## src/b64e_pkg.sv

```systemverilog
`timescale 1ns / 1ps
// ----------------------------------------------------------------------------
// b64e_pkg
// Shared types, constants and the alphabet lookup for the base64 encoder.
// ----------------------------------------------------------------------------
package b64e_pkg;

	localparam int CHAR_W    = 7;
	localparam int SEXTET_W  = 6;
	localparam int CHARS_MAX = 4;
	localparam int SLOT_W    = 2;

	localparam logic [CHAR_W-1:0] PAD_CHAR   = 7'h3D; // '='
	localparam logic [CHAR_W-1:0] PLUS_CHAR  = 7'h2B; // '+'
	localparam logic [CHAR_W-1:0] SLASH_CHAR = 7'h2F; // '/'

	// position within the current three-byte group
	typedef enum logic [2:0] {
		PH_0 = 3'b001,
		PH_1 = 3'b010,
		PH_2 = 3'b100
	} b64e_phase_t;

	// one classified input beat: up to four characters
	typedef struct packed {
		logic [CHARS_MAX-1:0][CHAR_W-1:0] chars;
		logic [SLOT_W-1:0]                last_idx;
		logic                             fin;
	} b64e_job_t;

	typedef struct packed {
		b64e_phase_t phase;
	} b64e_front_stat_t;

	function automatic logic [CHAR_W-1:0] b64_sym(input logic [SEXTET_W-1:0] v);
		logic [CHAR_W-1:0] w;
		logic [CHAR_W-1:0] r;
		w = CHAR_W'(v);
		if (v < 6'd26)
			r = w + 7'd65;      // 'A'..'Z'
		else if (v < 6'd52)
			r = w + 7'd71;      // 'a'..'z'
		else if (v < 6'd62)
			r = w - 7'd4;       // '0'..'9'
		else if (v == 6'd62)
			r = PLUS_CHAR;
		else
			r = SLASH_CHAR;
		return r;
	endfunction

endpackage

```

## src/b64e_front.sv

```systemverilog
`timescale 1ns / 1ps
// ----------------------------------------------------------------------------
// b64e_front
// Accepts raw bytes, tracks group phase and leftover bits, and builds one
// job of one to four characters per byte.
// ----------------------------------------------------------------------------
module b64e_front
	import b64e_pkg::*;
(
	input  logic             clk,
	input  logic             arst_n,
	input  logic             take,
	input  logic [7:0]       data_byte,
	input  logic             final_byte,
	output b64e_job_t        job,
	output b64e_front_stat_t stat
);

	b64e_phase_t phase_q, phase_d;
	logic [3:0]  left_q, left_d;

	always_comb begin
		job      = '0;
		phase_d  = phase_q;
		left_d   = left_q;
		case (phase_q)
			PH_1: begin
				job.chars[0] = b64_sym({left_q[1:0], data_byte[7:4]});
				if (final_byte) begin
					job.chars[1] = b64_sym({data_byte[3:0], 2'b00});
					job.chars[2] = PAD_CHAR;
					job.last_idx = 2'd2;
					job.fin      = 1'b1;
					phase_d      = PH_0;
					left_d       = '0;
				end else begin
					job.last_idx = 2'd0;
					phase_d      = PH_2;
					left_d       = data_byte[3:0];
				end
			end
			PH_2: begin
				job.chars[0] = b64_sym({left_q, data_byte[7:6]});
				job.chars[1] = b64_sym(data_byte[5:0]);
				job.last_idx = 2'd1;
				job.fin      = final_byte;
				phase_d      = PH_0;
				left_d       = '0;
			end
			default: begin
				// start of group; also recovers from an illegal phase
				job.chars[0] = b64_sym(data_byte[7:2]);
				if (final_byte) begin
					job.chars[1] = b64_sym({data_byte[1:0], 4'b0000});
					job.chars[2] = PAD_CHAR;
					job.chars[3] = PAD_CHAR;
					job.last_idx = 2'd3;
					job.fin      = 1'b1;
					phase_d      = PH_0;
					left_d       = '0;
				end else begin
					job.last_idx = 2'd0;
					phase_d      = PH_1;
					left_d       = {2'b00, data_byte[1:0]};
				end
			end
		endcase
	end

	always_ff @(posedge clk or negedge arst_n) begin
		if (!arst_n) begin
			phase_q <= PH_0;
			left_q  <= '0;
		end else if (take) begin
			phase_q <= phase_d;
			left_q  <= left_d;
		end
	end

	assign stat.phase = phase_q;

endmodule

```

## src/b64e_queue.sv

```systemverilog
`timescale 1ns / 1ps
// ----------------------------------------------------------------------------
// b64e_queue
// Small register FIFO of jobs between the front and the back.
// ----------------------------------------------------------------------------
module b64e_queue
	import b64e_pkg::*;
#(
	parameter int DEPTH = 4
) (
	input  logic      clk,
	input  logic      arst_n,
	input  logic      wr,
	input  b64e_job_t wr_data,
	input  logic      rd,
	output b64e_job_t rd_data,
	output logic      full,
	output logic      empty
);

	localparam int PW = $clog2(DEPTH);
	localparam int CW = $clog2(DEPTH + 1);

	b64e_job_t         mem_q [DEPTH];
	logic [PW-1:0]     wptr_q, rptr_q;
	logic [CW-1:0]     cnt_q;

	assign full    = (cnt_q == CW'(DEPTH));
	assign empty   = (cnt_q == '0);
	assign rd_data = mem_q[rptr_q];

	always_ff @(posedge clk) begin
		if (wr)
			mem_q[wptr_q] <= wr_data;
	end

	always_ff @(posedge clk or negedge arst_n) begin
		if (!arst_n) begin
			wptr_q <= '0;
			rptr_q <= '0;
			cnt_q  <= '0;
		end else begin
			if (wr)
				wptr_q <= (wptr_q == PW'(DEPTH - 1)) ? '0 : wptr_q + 1'b1;
			if (rd)
				rptr_q <= (rptr_q == PW'(DEPTH - 1)) ? '0 : rptr_q + 1'b1;
			if (wr && !rd)
				cnt_q <= cnt_q + 1'b1;
			else if (rd && !wr)
				cnt_q <= cnt_q - 1'b1;
		end
	end

endmodule

```

## src/b64e_back.sv

```systemverilog
`timescale 1ns / 1ps
// ----------------------------------------------------------------------------
// b64e_back
// Takes jobs from the queue and emits their characters through an output
// register, one per cycle while the receiver pops.
// ----------------------------------------------------------------------------
module b64e_back
	import b64e_pkg::*;
(
	input  logic              clk,
	input  logic              arst_n,
	input  logic              q_empty,
	input  b64e_job_t         q_data,
	output logic              q_rd,
	input  logic              pop,
	output logic              empty,
	output logic [CHAR_W-1:0] code_char,
	output logic              final_char
);

	b64e_job_t         job_q;
	logic              job_vld_q;
	logic [SLOT_W-1:0] idx_q;
	logic              ovld_q;
	logic [CHAR_W-1:0] char_q;
	logic              fin_q;

	logic adv, at_last, load;

	assign adv     = !ovld_q || pop;
	assign at_last = (idx_q == job_q.last_idx);
	// fetch a new job when idle or when the last char of this one leaves
	assign load    = !job_vld_q || (adv && at_last);
	assign q_rd    = load && !q_empty;

	always_ff @(posedge clk) begin
		if (q_rd)
			job_q <= q_data;
		if (adv && job_vld_q) begin
			char_q <= job_q.chars[idx_q];
			fin_q  <= job_q.fin && at_last;
		end
	end

	always_ff @(posedge clk or negedge arst_n) begin
		if (!arst_n) begin
			job_vld_q <= 1'b0;
			idx_q     <= '0;
			ovld_q    <= 1'b0;
		end else begin
			if (adv)
				ovld_q <= job_vld_q;
			if (load) begin
				job_vld_q <= !q_empty;
				idx_q     <= '0;
			end else if (adv) begin
				idx_q <= idx_q + 1'b1;
			end
		end
	end

	assign empty      = !ovld_q;
	assign code_char  = char_q;
	assign final_char = fin_q;

endmodule

```

## src/base64_stream_encoder.sv

```systemverilog
`timescale 1ns / 1ps
// Path: queue, then job register, then output register for a byte's first character.
// Throughput: one byte per cycle at the input while not full; one character per cycle
// at the output while popped; a byte yields 1 to 4 characters (4/3 on average mid-message).
// The job queue (QUEUE_DEPTH entries) absorbs the difference between the two rates.
// Reset: arst_n clears group phase, leftover bits, queue and output register at once.
// ----------------------------------------------------------------------------
// base64_stream_encoder
// Streaming base64 encoder, standard alphabet, with '=' padding on the last byte.
// ----------------------------------------------------------------------------
module base64_stream_encoder
	import b64e_pkg::*;
#(
	parameter int QUEUE_DEPTH = 4
) (
	input  logic              clk,
	input  logic              arst_n,
	input  logic              push,
	output logic              full,
	input  logic [7:0]        data_byte,
	input  logic              final_byte,
	output logic              empty,
	input  logic              pop,
	output logic [CHAR_W-1:0] code_char,
	output logic              final_char
);

	b64e_job_t        f_job, q_data;
	b64e_front_stat_t f_stat;
	logic             q_wr, q_rd, q_full, q_empty;

	assign full = q_full;
	assign q_wr = push && !q_full;

	b64e_front u_front (
		.clk        (clk),
		.arst_n     (arst_n),
		.take       (q_wr),
		.data_byte  (data_byte),
		.final_byte (final_byte),
		.job        (f_job),
		.stat       (f_stat)
	);

	b64e_queue #(
		.DEPTH (QUEUE_DEPTH)
	) u_queue (
		.clk     (clk),
		.arst_n  (arst_n),
		.wr      (q_wr),
		.wr_data (f_job),
		.rd      (q_rd),
		.rd_data (q_data),
		.full    (q_full),
		.empty   (q_empty)
	);

	b64e_back u_back (
		.clk        (clk),
		.arst_n     (arst_n),
		.q_empty    (q_empty),
		.q_data     (q_data),
		.q_rd       (q_rd),
		.pop        (pop),
		.empty      (empty),
		.code_char  (code_char),
		.final_char (final_char)
	);

`ifndef SYNTHESIS
	// a final beat always returns the group to its start
	a_final_resets_phase: assert property (@(posedge clk) disable iff (!arst_n)
		q_wr && final_byte |=> f_stat.phase == PH_0)
		else $error("group phase not cleared after final byte");

	a_rd_not_empty: assert property (@(posedge clk) disable iff (!arst_n)
		q_rd |-> !q_empty)
		else $error("job queue read while empty");

	a_wr_fills: assert property (@(posedge clk) disable iff (!arst_n)
		q_wr && !q_rd |=> !q_empty)
		else $error("job queue lost a written job");
`endif

endmodule

```

## config.mk

```make
export PLATFORM = sky130hd
export DESIGN_NAME = base64_stream_encoder
export DESIGN_NICKNAME = d
export VERILOG_FILES = /design/src/b64e_pkg.sv /design/src/b64e_front.sv /design/src/b64e_queue.sv /design/src/b64e_back.sv /design/src/base64_stream_encoder.sv
export SDC_FILE = /design/constraint.sdc
export NUM_CORES = 1
export LEC_CHECK = 0
export BUFFER_PORTS_ARGS = -buffer_cell sky130_fd_sc_hd__buf_2
export CAP_MARGIN = 40
export CORE_ASPECT_RATIO = 1.2
export CORE_MARGIN = 2
export CORE_UTILIZATION = 56
export DETAILED_ROUTE_END_ITERATION = 10
export PLACE_DENSITY = 0.76
export SYNTH_ARGS = -nofsm -noshare
export SYNTH_HDL_FRONTEND = slang
export SYNTH_SLANG_ARGS = --single-unit
```

## constraint.sdc

```tcl
create_clock -name clk -period 2.6 [get_ports clk]
set_input_delay 0.52 -clock clk [delete_from_list [all_inputs] [get_ports clk]]
set_output_delay 0.52 -clock clk [all_outputs]
set_load 0.02 [all_outputs]
```

==> out/metrics.json <==
{
  "power_density_nw_per_um2": 1030,
  "syn_avg_cell_area_um2": 11.7,
  "die_y_um": 121,
  "flow.area_growth_from_synthesis_pct": 19.3,
  "die_width_um": 101,
  "layout_setup_ws_ps": 221,
  "worst_reg2reg_path_endpoint": "u_queue.mem_q[2][6]",
  "gr-usage-all-layers": 0.278,
  "postCtsHoldBufs": 0,
  "met1_use_gr": 0.329,
  "synthMostInstantiatedCell": "sky130_fd_sc_hd__edfxtp_1",
  "cts_sink_count": 116,
  "design_power_total_mw": 7.87,
  "clock_tree_from_tritoncts": "done",
  "internal-power_mw": 5.39,
  "numPortBuffers": 22,
  "clockPowerShare": 0.304,
  "yosys_warnings": 0,
  "worst-endpoint-required_ps": 2750,
  "dpl-instance-area_um2": 7000,
  "gp_congestion": 0.997,
  "worst_ep_arrival_time_ps": 2530,
  "synth-edff-count": 98,
  "wirelength_um": 15700,
  "use_met3": 0.0559,
  "yosys.area.top_type_share": 0.461,
  "start_kind": "flop",
  "top_level_ports": 23,
  "synth_top_flop_cell": "sky130_fd_sc_hd__edfxtp_1",
  "slew_viol_final": 0,
  "maxcap_viol_count": 0,
  "floorplan.initialDensity": 0.575,
  "cts-root-to-sink-buffers": 2,
  "holdCritPathClass": "in2async",
  "cts-buffers-inserted": 17,
  "pin_count_of_the_biggest_net_entering_global_routing": 22,
  "ys_top_cells_by_area": "sky130_fd_sc_hd__edfxtp_1 46%, sky130_fd_sc_hd__dfrtp_1 6.7%, sky130_fd_sc_hd__mux4_2 6.4%",
  "grt_setup_unrepaired": "no",
  "drtAntennaViolNets": 0,
  "power.leakage_nw": 2.91,
  "post_layout_net_count": 660,
  "number_of_instances_in_the_synthesized_netlist": 545,
  "final.period_utilization": 0.915,
  "setup_bufs_post_cts": 0,
  "grt.overflow.total": 0,
  "netlist_area_before_placement_um2": 6380,
  "synth.yosys.seq_area_share": 0.532,
  "crit_start": "u_front.left_q[0]",
  "timing.critical_path.fanout_max": 7,
  "worst_setup_hold_path_clk_slew_ps": 60,
  "hold_violations": 0,
  "setup_viol": 0,
  "grt_antenna_before_repair": 0,
  "synth_area_leader_cell": "sky130_fd_sc_hd__edfxtp_1",
  "post-place-cells": 753,
  "slew_headroom": 0.620,
  "avgRoutedWirePerCell_um": 20.0,
  "ir_drop_uv": 544,
  "post_placement_setup_slack_ps": 11.5,
  "power.share.sequential": 0.386,
  "synthDistinctLibCells": 60,
  "met2_usage": 0.485,
  "dr.pass1.iters": 5,
  "drt_drc_violations_left": 0,
  "grt_first_pass_wirelength_um": 25400,
  "first_global_vias": 4815,
  "layout.core_utilization": 0.686,
  "async_reset_ff_frac": 0.155,
  "worst-setup-path-type": "reg2reg",
  "hpwl_um": 10700,
  "ff2ff_setup_slack_ps": 220,
  "num_antenna_cells": 0,
  "worstRegToRegCells": 7,
  "cts.repair.resized": 0,
  "placementRows": 42,
  "h-tree-depth": 4,
  "ys_seq_elements": 116,
  "outcome": "finished, final reports clean",
  "crit_path_end_kind": "flop",
  "tightestPinTransition_ps": 555,
  "postSynthNetCount": 587,
  "final_cell_area_um2": 7610,
  "route.vias.total": 4752,
  "timing.final.crit_period_ps": 2380,
  "post_route_cells_drive_above_1_share": 0.239,
  "clock_latency_ps": 410,
  "drt_first_iter_violations": 451,
  "detail_routed_via_count_per_cell": 6.05,
  "setup_tns_ps": 0,
  "die_area_um2": 12300,
  "layer_with_the_highest_usage": "met2",
  "timing.hold.ws_ps": 56.3,
  "core_area_um2": 11100,
  "timing.rr.start": "u_front.left_q[0]",
  "cts_root_buf": "sky130_fd_sc_hd__clkbuf_16",
  "worst_clock_skew_ps": 8.93,
  "post_synth_most_frequent_cells": "98 x sky130_fd_sc_hd__edfxtp_1, 41 x sky130_fd_sc_hd__nand2_1, 41 x sky130_fd_sc_hd__nor2_1, 34 x sky130_fd_sc_hd__o21ai_0, 28 x sky130_fd_sc_hd__ha_1",
  "final_cell_count_no_fill": 785,
  "fraction_of_power_spent_switching_nets": 0.315,
  "comb_power_share": 0.310,
  "power.net_switching_mw": 2.48,
  "achievable-frequency_mhz": 420
}
[flip-flops by register name (all words and copies together), names as in the netlist]
register and flops:
u_back.code_char 7, u_back.final_char 1, u_back.idx_q 2, u_back.job_q 18
u_back.job_vld_q 1, u_back.ovld_q 1, u_front.left_q 4, u_front.stat 3
u_queue.cnt_q 3, u_queue.mem_q 72, u_queue.rptr_q 2, u_queue.wptr_q 2
[final cells by class]
class / instances / area (um^2)
fillers: 803 / 3480
flip-flops and latches: 116 / 3390
multi-input cells: 375 / 2730
repair buffers: 87 / 598
clock buffers: 18 / 429
well taps: 154 / 193
clock inverters: 14 / 186
inverters: 21 / 78.8
[critical path, cell delays in order, from the launching register on]
cell and delay [ps]:
sky130_fd_sc_hd__dfrtp_1 440, sky130_fd_sc_hd__inv_1 180, sky130_fd_sc_hd__ha_1 290, sky130_fd_sc_hd__nor2_1 310, sky130_fd_sc_hd__nor2_1 140, sky130_fd_sc_hd__a221o_1 340, sky130_fd_sc_hd__a21oi_1 310, sky130_fd_sc_hd__nor4_2 110
[power by group through the flow]
stage | clock network [mW] | logic (mW) | registers, mW
after global placement | 0 | 2.29 | 3.00
final | 2.39 | 2.44 | 3.04
after detailed placement | 0 | 2.38 | 3.05
after floorplan | 0 | 1.60 | 3.04
after global routing | 2.50 | 2.66 | 3.09
after CTS | 2.42 | 2.44 | 3.04
[placed cells by master, fill, tap and decap left out, types with 4 or more instances in the layout]
| cell type | n |
|---|---|
| sky130_fd_sc_hd__a211o_1 | 5 |
| sky130_fd_sc_hd__a211oi_1 | 6 |
| sky130_fd_sc_hd__a21o_1 | 8 |
| sky130_fd_sc_hd__a21oi_1 | 26 |
| sky130_fd_sc_hd__a31oi_1 | 6 |
| sky130_fd_sc_hd__and2_1 | 10 |
| sky130_fd_sc_hd__buf_2 | 22 |
| sky130_fd_sc_hd__buf_4 | 65 |
| sky130_fd_sc_hd__bufinv_16 | 4 |
| sky130_fd_sc_hd__clkbuf_16 | 17 |
| sky130_fd_sc_hd__clkinvlp_4 | 4 |
| sky130_fd_sc_hd__dfrtp_1 | 17 |
| sky130_fd_sc_hd__edfxtp_1 | 98 |
| sky130_fd_sc_hd__ha_1 | 27 |
| sky130_fd_sc_hd__inv_1 | 18 |
| sky130_fd_sc_hd__mux2i_1 | 4 |
| sky130_fd_sc_hd__mux4_2 | 18 |
| sky130_fd_sc_hd__nand2_1 | 41 |
| sky130_fd_sc_hd__nand2b_1 | 10 |
| sky130_fd_sc_hd__nand3_1 | 17 |
| sky130_fd_sc_hd__nor2_1 | 41 |
| sky130_fd_sc_hd__nor2b_1 | 6 |
| sky130_fd_sc_hd__nor3_1 | 22 |
| sky130_fd_sc_hd__o211ai_1 | 13 |
| sky130_fd_sc_hd__o21ai_0 | 34 |
| sky130_fd_sc_hd__o311ai_0 | 5 |
| sky130_fd_sc_hd__o31ai_1 | 6 |
| sky130_fd_sc_hd__or3_1 | 6 |
| sky130_fd_sc_hd__xnor2_1 | 11 |
| sky130_fd_sc_hd__xor2_1 | 5 |
[worst max path at each step]
stage / cells past startpoint / slack, ps / endpoint
floorplan: 12 / 40 / u_queue.mem_q[0][14]
global placement: 7 / -10 / u_queue.mem_q[0][10]
detailed placement: 7 / 10 / u_queue.mem_q[0][10]
CTS: 7 / 250 / u_queue.mem_q[3][7]
global route: 6 / 80 / u_queue.mem_q[1][3]
finish: 7 / 220 / u_queue.mem_q[2][6]
[kinds of logic (layout without fill, tap and decap cells)]
family	after synthesis	after routing	synth area share
buffers and inverters	54	140	0.0404
adders and majority gates	29	29	0.0581
xor gates and xnor gates	16	16	0.0220
muxes	25	25	0.0751
AOI/OAI and AO/OA	138	138	0.147
DFF	116	116	0.532
and+or+nand+nor	167	167	0.126
[layer usage]
metal | routed length [um] | vias up
li1 | - | 2209
met1 | 6040 | 2308
met2 | 8420 | 188
met3 | 716 | 47
met4 | 529 | 0
met5 | 0 | -
(Power assumes the default switching activity.)
